## src/sv/pfmt_pkg.sv

```systemverilog
`timescale 1ns / 1ps
// package for the printf conversion formatter
// state encoding, character codes, reciprocal constant and hex digit lookup
package pfmt_pkg;

  typedef enum logic [2:0] {
    ST_IDLE,
    ST_MUL,
    ST_REM,
    ST_PRE,
    ST_DIG,
    ST_TAIL
  } pfmt_state_t;

  typedef logic [3:0] digit_t;

  localparam int NDIG = 10;

  localparam logic [7:0] CH_NUL     = 8'h00;
  localparam logic [7:0] CH_PERCENT = 8'h25;
  localparam logic [7:0] CH_MINUS   = 8'h2d;
  localparam logic [7:0] CH_ZERO    = 8'h30;
  localparam logic [7:0] CH_A_LESS10 = 8'h57;
  localparam logic [7:0] CH_C       = 8'h63;
  localparam logic [7:0] CH_D       = 8'h64;
  localparam logic [7:0] CH_X       = 8'h78;

  localparam logic [31:0] RECIP10     = 32'hCCCCCCCD;
  localparam int          RECIP_SHIFT = 35;

  localparam logic [30:0] COUNT_MAX = 31'h7FFFFFFF;

  function automatic logic [7:0] hex_char(input digit_t d);
    if (d < 4'd10) begin
      return CH_ZERO + {4'b0000, d};
    end
    return CH_A_LESS10 + {4'b0000, d};
  endfunction

endpackage

```

## src/sv/pfmt_div10.sv

```systemverilog
`timescale 1ns / 1ps
// divide-by-ten unit: registered reciprocal multiply, then quotient and remainder
// depends on pfmt_pkg for the reciprocal constant
module pfmt_div10 import pfmt_pkg::*; (
  input  logic        clk,
  input  logic        load,
  input  logic [31:0] dividend,
  output logic [31:0] quot,
  output logic [3:0]  rem
);

  logic [63:0] prod;
  logic [31:0] held;
  logic [31:0] q10;
  logic [31:0] diff;

  always_ff @(posedge clk) begin
    if (load) begin
      prod <= {32'd0, dividend} * {32'd0, RECIP10};
      held <= dividend;
    end
  end

  always_comb begin
    quot = {{RECIP_SHIFT - 32{1'b0}}, prod[63:RECIP_SHIFT]};
    q10  = {quot[28:0], 3'b000} + {quot[30:0], 1'b0};
    diff = held - q10;
    rem  = diff[3:0];
  end

endmodule

```

## src/sv/printf_conversion_formatter_core.sv

```systemverilog
`timescale 1ns / 1ps
// printf conversion formatter top level: format byte stream in, character stream out
// depends on pfmt_pkg and pfmt_div10
//
// channel   dir  tdata                                   tuser  tlast
// s_axis    in   [7:0] fmt_byte, [39:8] arg_value        -      -
// m_axis    out  [7:0] out_byte, [38:8] total_bytes      -      last
//
// one output transfer per cycle at best; a plain byte passes the idle and prefix states
// an unknown specifier emits '%' and then itself from the tail state; hex emits its digits
// a decimal conversion runs each digit through the divide-by-ten unit (multiply state,
// then remainder state), then emits the sign and up to ten digits
// s_axis_tready is high only while the sequencer is idle
// a stalled m_axis holds the output register and the sequencer waits on it
// rst clears the pending flag, the byte count and the output valid
module printf_conversion_formatter_core import pfmt_pkg::*; (
  input  logic        clk,
  input  logic        rst,
  input  logic        s_axis_tvalid,
  output logic        s_axis_tready,
  input  logic [39:0] s_axis_tdata,   // [7:0] fmt_byte, [39:8] arg_value
  output logic        m_axis_tvalid,
  input  logic        m_axis_tready,
  output logic [39:0] m_axis_tdata,   // [7:0] out_byte, [38:8] total_bytes, [39] zero
  output logic        m_axis_tlast
);

  pfmt_state_t state, state_next;

  logic        pending;
  logic        pre_valid;
  logic [7:0]  pre_byte;
  logic        tail_valid;
  logic [7:0]  tail_byte;
  logic [3:0]  nd;
  logic [31:0] mag;
  digit_t      dig_buf [NDIG];

  logic        m_valid;
  logic [7:0]  m_byte;
  logic        m_last;
  logic [30:0] m_count;

  logic [7:0]  fmt;
  logic [31:0] arg;
  logic        acc;
  logic        out_free;
  logic        emit_go;
  logic [7:0]  emit_byte;
  logic        emit_last;
  logic [3:0]  dig_rd;
  logic [3:0]  hex_cnt;
  logic        div_load;
  logic [31:0] quot;
  logic [3:0]  rem;
  logic        dec_done;

  pfmt_div10 u_div10 (
    .clk      (clk),
    .load     (div_load),
    .dividend (mag),
    .quot     (quot),
    .rem      (rem)
  );

  assign fmt      = s_axis_tdata[7:0];
  assign arg      = s_axis_tdata[39:8];
  assign out_free = !m_valid || m_axis_tready;
  assign dig_rd   = nd - 4'd1;
  assign dec_done = (quot == 32'd0) || (nd == 4'(NDIG - 1));

  always_comb begin
    hex_cnt = 4'd1;
    for (int i = 1; i < 8; i++) begin
      if (arg[4*i +: 4] != 4'd0) begin
        hex_cnt = 4'(i + 1);
      end
    end
  end

  // next state
  always_comb begin
    state_next = state;
    unique case (state)
      ST_IDLE: begin
        if (acc && fmt != CH_NUL) begin
          if (pending && fmt == CH_D) begin
            state_next = ST_MUL;
          end else if (pending || fmt != CH_PERCENT) begin
            state_next = ST_PRE;
          end
        end
      end
      ST_MUL: state_next = ST_REM;
      ST_REM: begin
        if (dec_done) begin
          state_next = ST_PRE;
        end else begin
          state_next = ST_MUL;
        end
      end
      ST_PRE: begin
        if (!pre_valid || out_free) begin
          if (nd != 4'd0) begin
            state_next = ST_DIG;
          end else if (tail_valid) begin
            state_next = ST_TAIL;
          end else begin
            state_next = ST_IDLE;
          end
        end
      end
      ST_DIG: begin
        if (nd == 4'd0 || (nd == 4'd1 && out_free)) begin
          state_next = tail_valid ? ST_TAIL : ST_IDLE;
        end
      end
      ST_TAIL: begin
        if (!tail_valid || out_free) begin
          state_next = ST_IDLE;
        end
      end
      default: state_next = ST_IDLE;
    endcase
  end

  // outputs of the sequencer
  always_comb begin
    s_axis_tready = 1'b0;
    div_load      = 1'b0;
    emit_go       = 1'b0;
    emit_byte     = pre_byte;
    emit_last     = 1'b0;
    unique case (state)
      ST_IDLE: s_axis_tready = 1'b1;
      ST_MUL:  div_load = 1'b1;
      ST_REM:  ;
      ST_PRE: begin
        emit_go   = pre_valid && out_free;
        emit_byte = pre_byte;
        emit_last = (nd == 4'd0) && !tail_valid;
      end
      ST_DIG: begin
        emit_go   = (nd != 4'd0) && out_free;
        emit_byte = hex_char(dig_buf[dig_rd]);
        emit_last = (nd == 4'd1) && !tail_valid;
      end
      ST_TAIL: begin
        emit_go   = tail_valid && out_free;
        emit_byte = tail_byte;
        emit_last = 1'b1;
      end
      default: ;
    endcase
  end

  assign acc = s_axis_tvalid && s_axis_tready;

  always_ff @(posedge clk) begin
    if (rst) begin
      state   <= ST_IDLE;
      pending <= 1'b0;
    end else begin
      state <= state_next;
      if (acc) begin
        if (fmt == CH_NUL) begin
          pending <= 1'b0;
        end else if (!pending) begin
          pending <= (fmt == CH_PERCENT);
        end else begin
          pending <= 1'b0;
        end
      end
    end
  end

  // item setup and digit generation
  always_ff @(posedge clk) begin
    if (acc) begin
      pre_valid  <= 1'b1;
      pre_byte   <= fmt;
      tail_valid <= 1'b0;
      tail_byte  <= fmt;
      nd         <= 4'd0;
      mag        <= arg[31] ? (32'd0 - arg) : arg;
      if (pending) begin
        case (fmt)
          CH_C: pre_byte <= arg[7:0];
          CH_D: begin
            pre_valid <= arg[31];
            pre_byte  <= CH_MINUS;
          end
          CH_X: begin
            pre_valid <= 1'b0;
            nd        <= hex_cnt;
            for (int i = 0; i < 8; i++) begin
              dig_buf[i] <= arg[4*i +: 4];
            end
          end
          CH_PERCENT: pre_byte <= CH_PERCENT;
          default: begin
            pre_byte   <= CH_PERCENT;
            tail_valid <= 1'b1;
          end
        endcase
      end
    end else if (state == ST_REM) begin
      dig_buf[nd] <= rem;
      nd          <= nd + 4'd1;
      mag         <= quot;
    end else if (state == ST_DIG && emit_go) begin
      nd <= nd - 4'd1;
    end
  end

  // output register with running count
  always_ff @(posedge clk) begin
    if (rst) begin
      m_valid <= 1'b0;
      m_count <= 31'd0;
    end else if (emit_go) begin
      m_valid <= 1'b1;
      if (m_count != COUNT_MAX) begin
        m_count <= m_count + 31'd1;
      end
    end else if (m_axis_tready) begin
      m_valid <= 1'b0;
    end
  end

  always_ff @(posedge clk) begin
    if (emit_go) begin
      m_byte <= emit_byte;
      m_last <= emit_last;
    end
  end

  assign m_axis_tvalid = m_valid;
  assign m_axis_tdata  = {1'b0, m_count, m_byte};
  assign m_axis_tlast  = m_last;

endmodule
```

## config.mk

```make
export PLATFORM = sky130hd
export DESIGN_NAME = printf_conversion_formatter_core
export DESIGN_NICKNAME = d
export VERILOG_FILES = /design/src/sv/pfmt_pkg.sv /design/src/sv/pfmt_div10.sv /design/src/sv/printf_conversion_formatter_core.sv
export SDC_FILE = /design/constraint.sdc
export NUM_CORES = 2
export LEC_CHECK = 0
export ABC_AREA = 0
export BUFFER_PORTS_ARGS = -buffer_cell sky130_fd_sc_hd__buf_4
export CORE_MARGIN = 2
export CORE_UTILIZATION = 30
export CTS_CLUSTER_SIZE = 10
export DETAILED_ROUTE_END_ITERATION = 16
export GPL_ROUTABILITY_DRIVEN = 1
export GPL_TIMING_DRIVEN = 0
export SYNTH_ARGS = -nofsm -noshare
export SYNTH_HDL_FRONTEND = slang
export SYNTH_SLANG_ARGS = --single-unit
```

## constraint.sdc

```tcl
create_clock -name clk -period 8.15 [get_ports clk]
set_input_delay 1.63 -clock clk [delete_from_list [all_inputs] [get_ports clk]]
set_output_delay 1.63 -clock clk [all_outputs]
set_load 0.02 [all_outputs]
```

==> results.txt <==
----------------------------------------------------
[Routing]
  Post-route ant nets ... 0
  Via-to-Cell Ratio ... 4.80
  DRC errors left ... 0
  Wire length reported by the detailed router ... around 73000 um
  Detailed Routing Iterations Pass 1 ... 5
  Iteration-0 DRC count of the detailed router ... 1331
  Total number of vias ... between 15000 and 20000
  Average detailed-routed wire length per instance ... between 15 and 20 um

[Die]
  Std cell rows ... 108
  Starting density of the core ... 30.2%
  Placeable core area ... 86600 um2
  Die height ... 299 um
  Boundary Pins ... 87
  Total Die Area ... 89600 um2
  Die X ... 299 um

[Run]
  Maxcap violations ... 0

[Yosys]
  Most instantiated library cell after synthesis ... sky130_fd_sc_hd__inv_1
  Number of unique standard cell types used by synthesis ... 70
  EDFF count, synth ... 160
  Yosys warning count ... 0
  Main flop type after synthesis ... sky130_fd_sc_hd__edfxtp_1
  Top post-synthesis cells by count ... 591 x sky130_fd_sc_hd__inv_1, 386 x sky130_fd_sc_hd__fa_1, 357 x sky130_fd_sc_hd__ha_1
  Share of the synthesized area in the top cell type ... 29.5%
  Fraction of the yosys area taken by sequential cells ... approximately a fifth
  Fraction of synthesis flops using an asynchronous set or reset pin ... 0%
  Cell area after synthesis ... 26200 um2
  Ranking of synthesized cells by area ... sky130_fd_sc_hd__fa_1 30%, sky130_fd_sc_hd__edfxtp_1 18%, sky130_fd_sc_hd__ha_1 17%
  Mean Syn Cell Area ... roughly 10 um2
  Flops & latches, synth ... between 150 and 200
  Cell type with the highest aggregate area in the netlist ... sky130_fd_sc_hd__fa_1
  Gate Count Post-Synth ... 2540
  Number of nets in the synthesized netlist ... between 3000 and 4000

[Timing]
  Setup clock skew after layout ... roughly 0.014 ns
  Final Cycle Share ... 97.2%
  Time the worst path needs with I/O delays and setup ... 7.92 ns
  Worst slew margin ... 31.1%
  Highest attainable clock frequency ... 0.126 GHz
  Unrepaired setup endpoints after global routing ... no
  Final Max Tran Viols ... 0
  Slew of the pin with the lowest slew margin ... slightly above 1 ns
  Final TNS setup ... 0 ns
  Setup violators final ... 0
  Hold violation count in the final report ... 0

[Clock network]
  Number of buffers added by the clock tree synthesis step ... 17
  Clock tree sinks ... 196
  H-tree depth ... 4
  Maximum number of buffers from clock root to sink ... 2
  TritonCTS clock tree ... yes
  Clock transition time at the flip-flop clock pins of the worst setup and hold paths ... 0.08 ns
  CTS Hold Buffers Added ... 0
  Insertion delay to the later sink of the worst-skew pair ... 0.47 ns
  Clock Root Buffer ... sky130_fd_sc_hd__clkbuf_16

[Global route]
  Remaining global-route overflow ... 0
  Initial antenna violation count ... 0
  Met2 track utilization from global routing ... between 20% and 30%
  Met1 Use GR ... about 23%
  Most congested layer reported by global routing ... met2
  Maximum number of pins on one net before global-route repair ... 34
  Via count of the first global-routing pass ... 19084
  Global Route Usage Sum ... 16.7%
  Global routing met3 resource utilization ... 2.14%
  First-pass GRT wire length ... about 110000 um

[Worst setup path]
  Cell mode on critical path ... sky130_fd_sc_hd__fa_1
  Category of the worst setup path capture point ... register
  Type of origin of the critical path ... register
  Worst Path Arrival ... 8.11 ns
  Worst EP required ... ~8.3 ns
  Category of the most critical setup path ... reg -> reg
  Cell-by-cell listing of the critical path ... ha_1 > clkbuf_2 > xor2_1 > ha_1 > a21o_1 > fa_1 > inv_1 > fa_1 > inv_1 > fa_1 > fa_1 > fa_1 > fa_1 > ha_1 > and4_1 > and4_1 > and2_1 > or4b_2 > nand3_2 > a21boi_1 > o31ai_1 > xor2_1
  Standard cell with the maximum stage delay on the critical path ... sky130_fd_sc_hd__or4b_2
  Worst path max stage delay ... 0.67 ns
  Cell family contributing the most delay on the critical path ... adder cells
  Number of buffers and inverters on the critical path ... 3
  Critical path peak fanout ... 6

[Placement]
  Count of buffers from port buffering ... 83
  Estimated wirelength of the detail-placed design ... 62900 um
  Placed Cells ... 3780
  RD Place Congestion ... about 0.95

[Final layout]
  Number of fill cells ... 8783
  Nets ... 3450
  Inserted Diodes ... 0
  Cell Count, Final, Fillers Out ... 3831
  Synth-to-Final Area Change ... 11.3%
  Share of cells above drive strength 1 ... 7.66%

[Run status]
  Outcome ... finished clean

[Hold path]
  Classification of the worst-slack hold path ... reg -> reg

----------------------------------------------------
## logic make-up after synthesis
family / after synthesis / synth area share [%]
adder cells (fa/ha/maj): 743 / 46.6
buffers and inverters: 639 / 9.20
AND/OR/NAND/NOR: 440 / 8.17
AO/OA/AOI/OAI: 343 / 8.00
flip-flops: 196 / 21.1
XOR/XNOR: 145 / 4.85
multiplexers: 33 / 2.05
other: 1 / 0.0143
## path summary, 6_finish.rpt
check,start,endpoint,slack [ns],cells after the start
hold / removal,m_count[30],m_count[30],0.52,2
hold reg to reg,m_count[30],m_count[30],0.52,2
setup reg to reg,mag[12],u_div10.prod[57],0.23,22
setup / recovery,mag[12],u_div10.prod[57],0.23,22
## worst reg2reg max path: stages (launching register included)
cell,delay [ns]
sky130_fd_sc_hd__edfxtp_1,0.58
sky130_fd_sc_hd__ha_1,0.43
sky130_fd_sc_hd__clkbuf_2,0.23
sky130_fd_sc_hd__xor2_1,0.20
sky130_fd_sc_hd__ha_1,0.22
sky130_fd_sc_hd__a21o_1,0.18
sky130_fd_sc_hd__fa_1,0.54
sky130_fd_sc_hd__inv_1,0.06
sky130_fd_sc_hd__fa_1,0.49
sky130_fd_sc_hd__inv_1,0.06
sky130_fd_sc_hd__fa_1,0.55
sky130_fd_sc_hd__fa_1,0.43
sky130_fd_sc_hd__fa_1,0.61
sky130_fd_sc_hd__fa_1,0.47
sky130_fd_sc_hd__ha_1,0.38
sky130_fd_sc_hd__and4_1,0.28
sky130_fd_sc_hd__and4_1,0.27
sky130_fd_sc_hd__and2_1,0.17
sky130_fd_sc_hd__or4b_2,0.67
sky130_fd_sc_hd__nand3_2,0.21
sky130_fd_sc_hd__a21boi_1,0.17
sky130_fd_sc_hd__o31ai_1,0.31
sky130_fd_sc_hd__xor2_1,0.15
## metrics by stage
| stage | instance area [um2] | setup slack [ns] | hold WS, ns | utilization (%) |
|---|---|---|---|---|
| detailed placement | 28300 | -0.570 | 0.509 | 32.6 |
| global placement | 28200 | -0.607 | 0.504 | 32.6 |
| finish | 29100 | 0.229 | 0.519 | 33.6 |
| global route | 29100 | 0.0168 | 0.550 | 33.6 |
| floorplan | 26200 | 0.938 | 0.495 | - |
| CTS | 28900 | 0.00472 | 0.526 | 33.4 |
## cell usage in the layout, fill, tap and decap left out, drive strengths merged, types with 15 or more instances in the layout
master / count
xnor2: 49
nand4: 26
inv: 601
o21ai: 119
nand2: 155
nand3: 36
clkbuf: 56
xor2: 96
mux4: 16
fa: 386
nor3: 25
nor2: 87
buf: 115
a21oi: 86
ha: 357
dfxtp: 36
edfxtp: 160
and2: 26
a21o: 40
o31ai: 15
## state kept, by name (all words and copies together) (netlist names)
signal and flops:
u_div10.held 2, state 3, tail_valid 1, m_count 31, pending 1, dig_buf 64
m_axis_tlast 1, m_byte 8, mag 32, m_axis_tvalid 1, u_div10.prod 31, pre_valid 1
tail_byte 8, pre_byte 8, nd 4
## cell type report
type	count	area, um2	share of cell area (%)
Timing Repair Buffer	108	843	2.89
Multi-Input combinational cell	1705	18300	63.0
Sequential cell	196	5530	19.0
Inverter	592	2220	7.63
Tap cell	1155	1450	4.96
Clock buffer	20	479	1.64
Clock inverter	12	105	0.361
Buffer	43	173	0.593
## routing by layer
layer	vias up	part of all wire (%)
li1	8522	-
met1	9222	44
met2	557	48
met3	78	6.2
met4	0	2.1
met5	-	0
## timing repair
| action | in CTS | in global routing |
|---|---|---|
| resized for setup | 12 | 16 |
| buffers inserted | 7 | 16 |
| gates cloned | 0 | 0 |
| pin swaps | 0 | 2 |
| setup endpoints to repair | 16 | 11 |
Power is left out: the tool's default activity adds up to more than one toggle a clock period on the data nets, which glitch-free logic cannot reach.
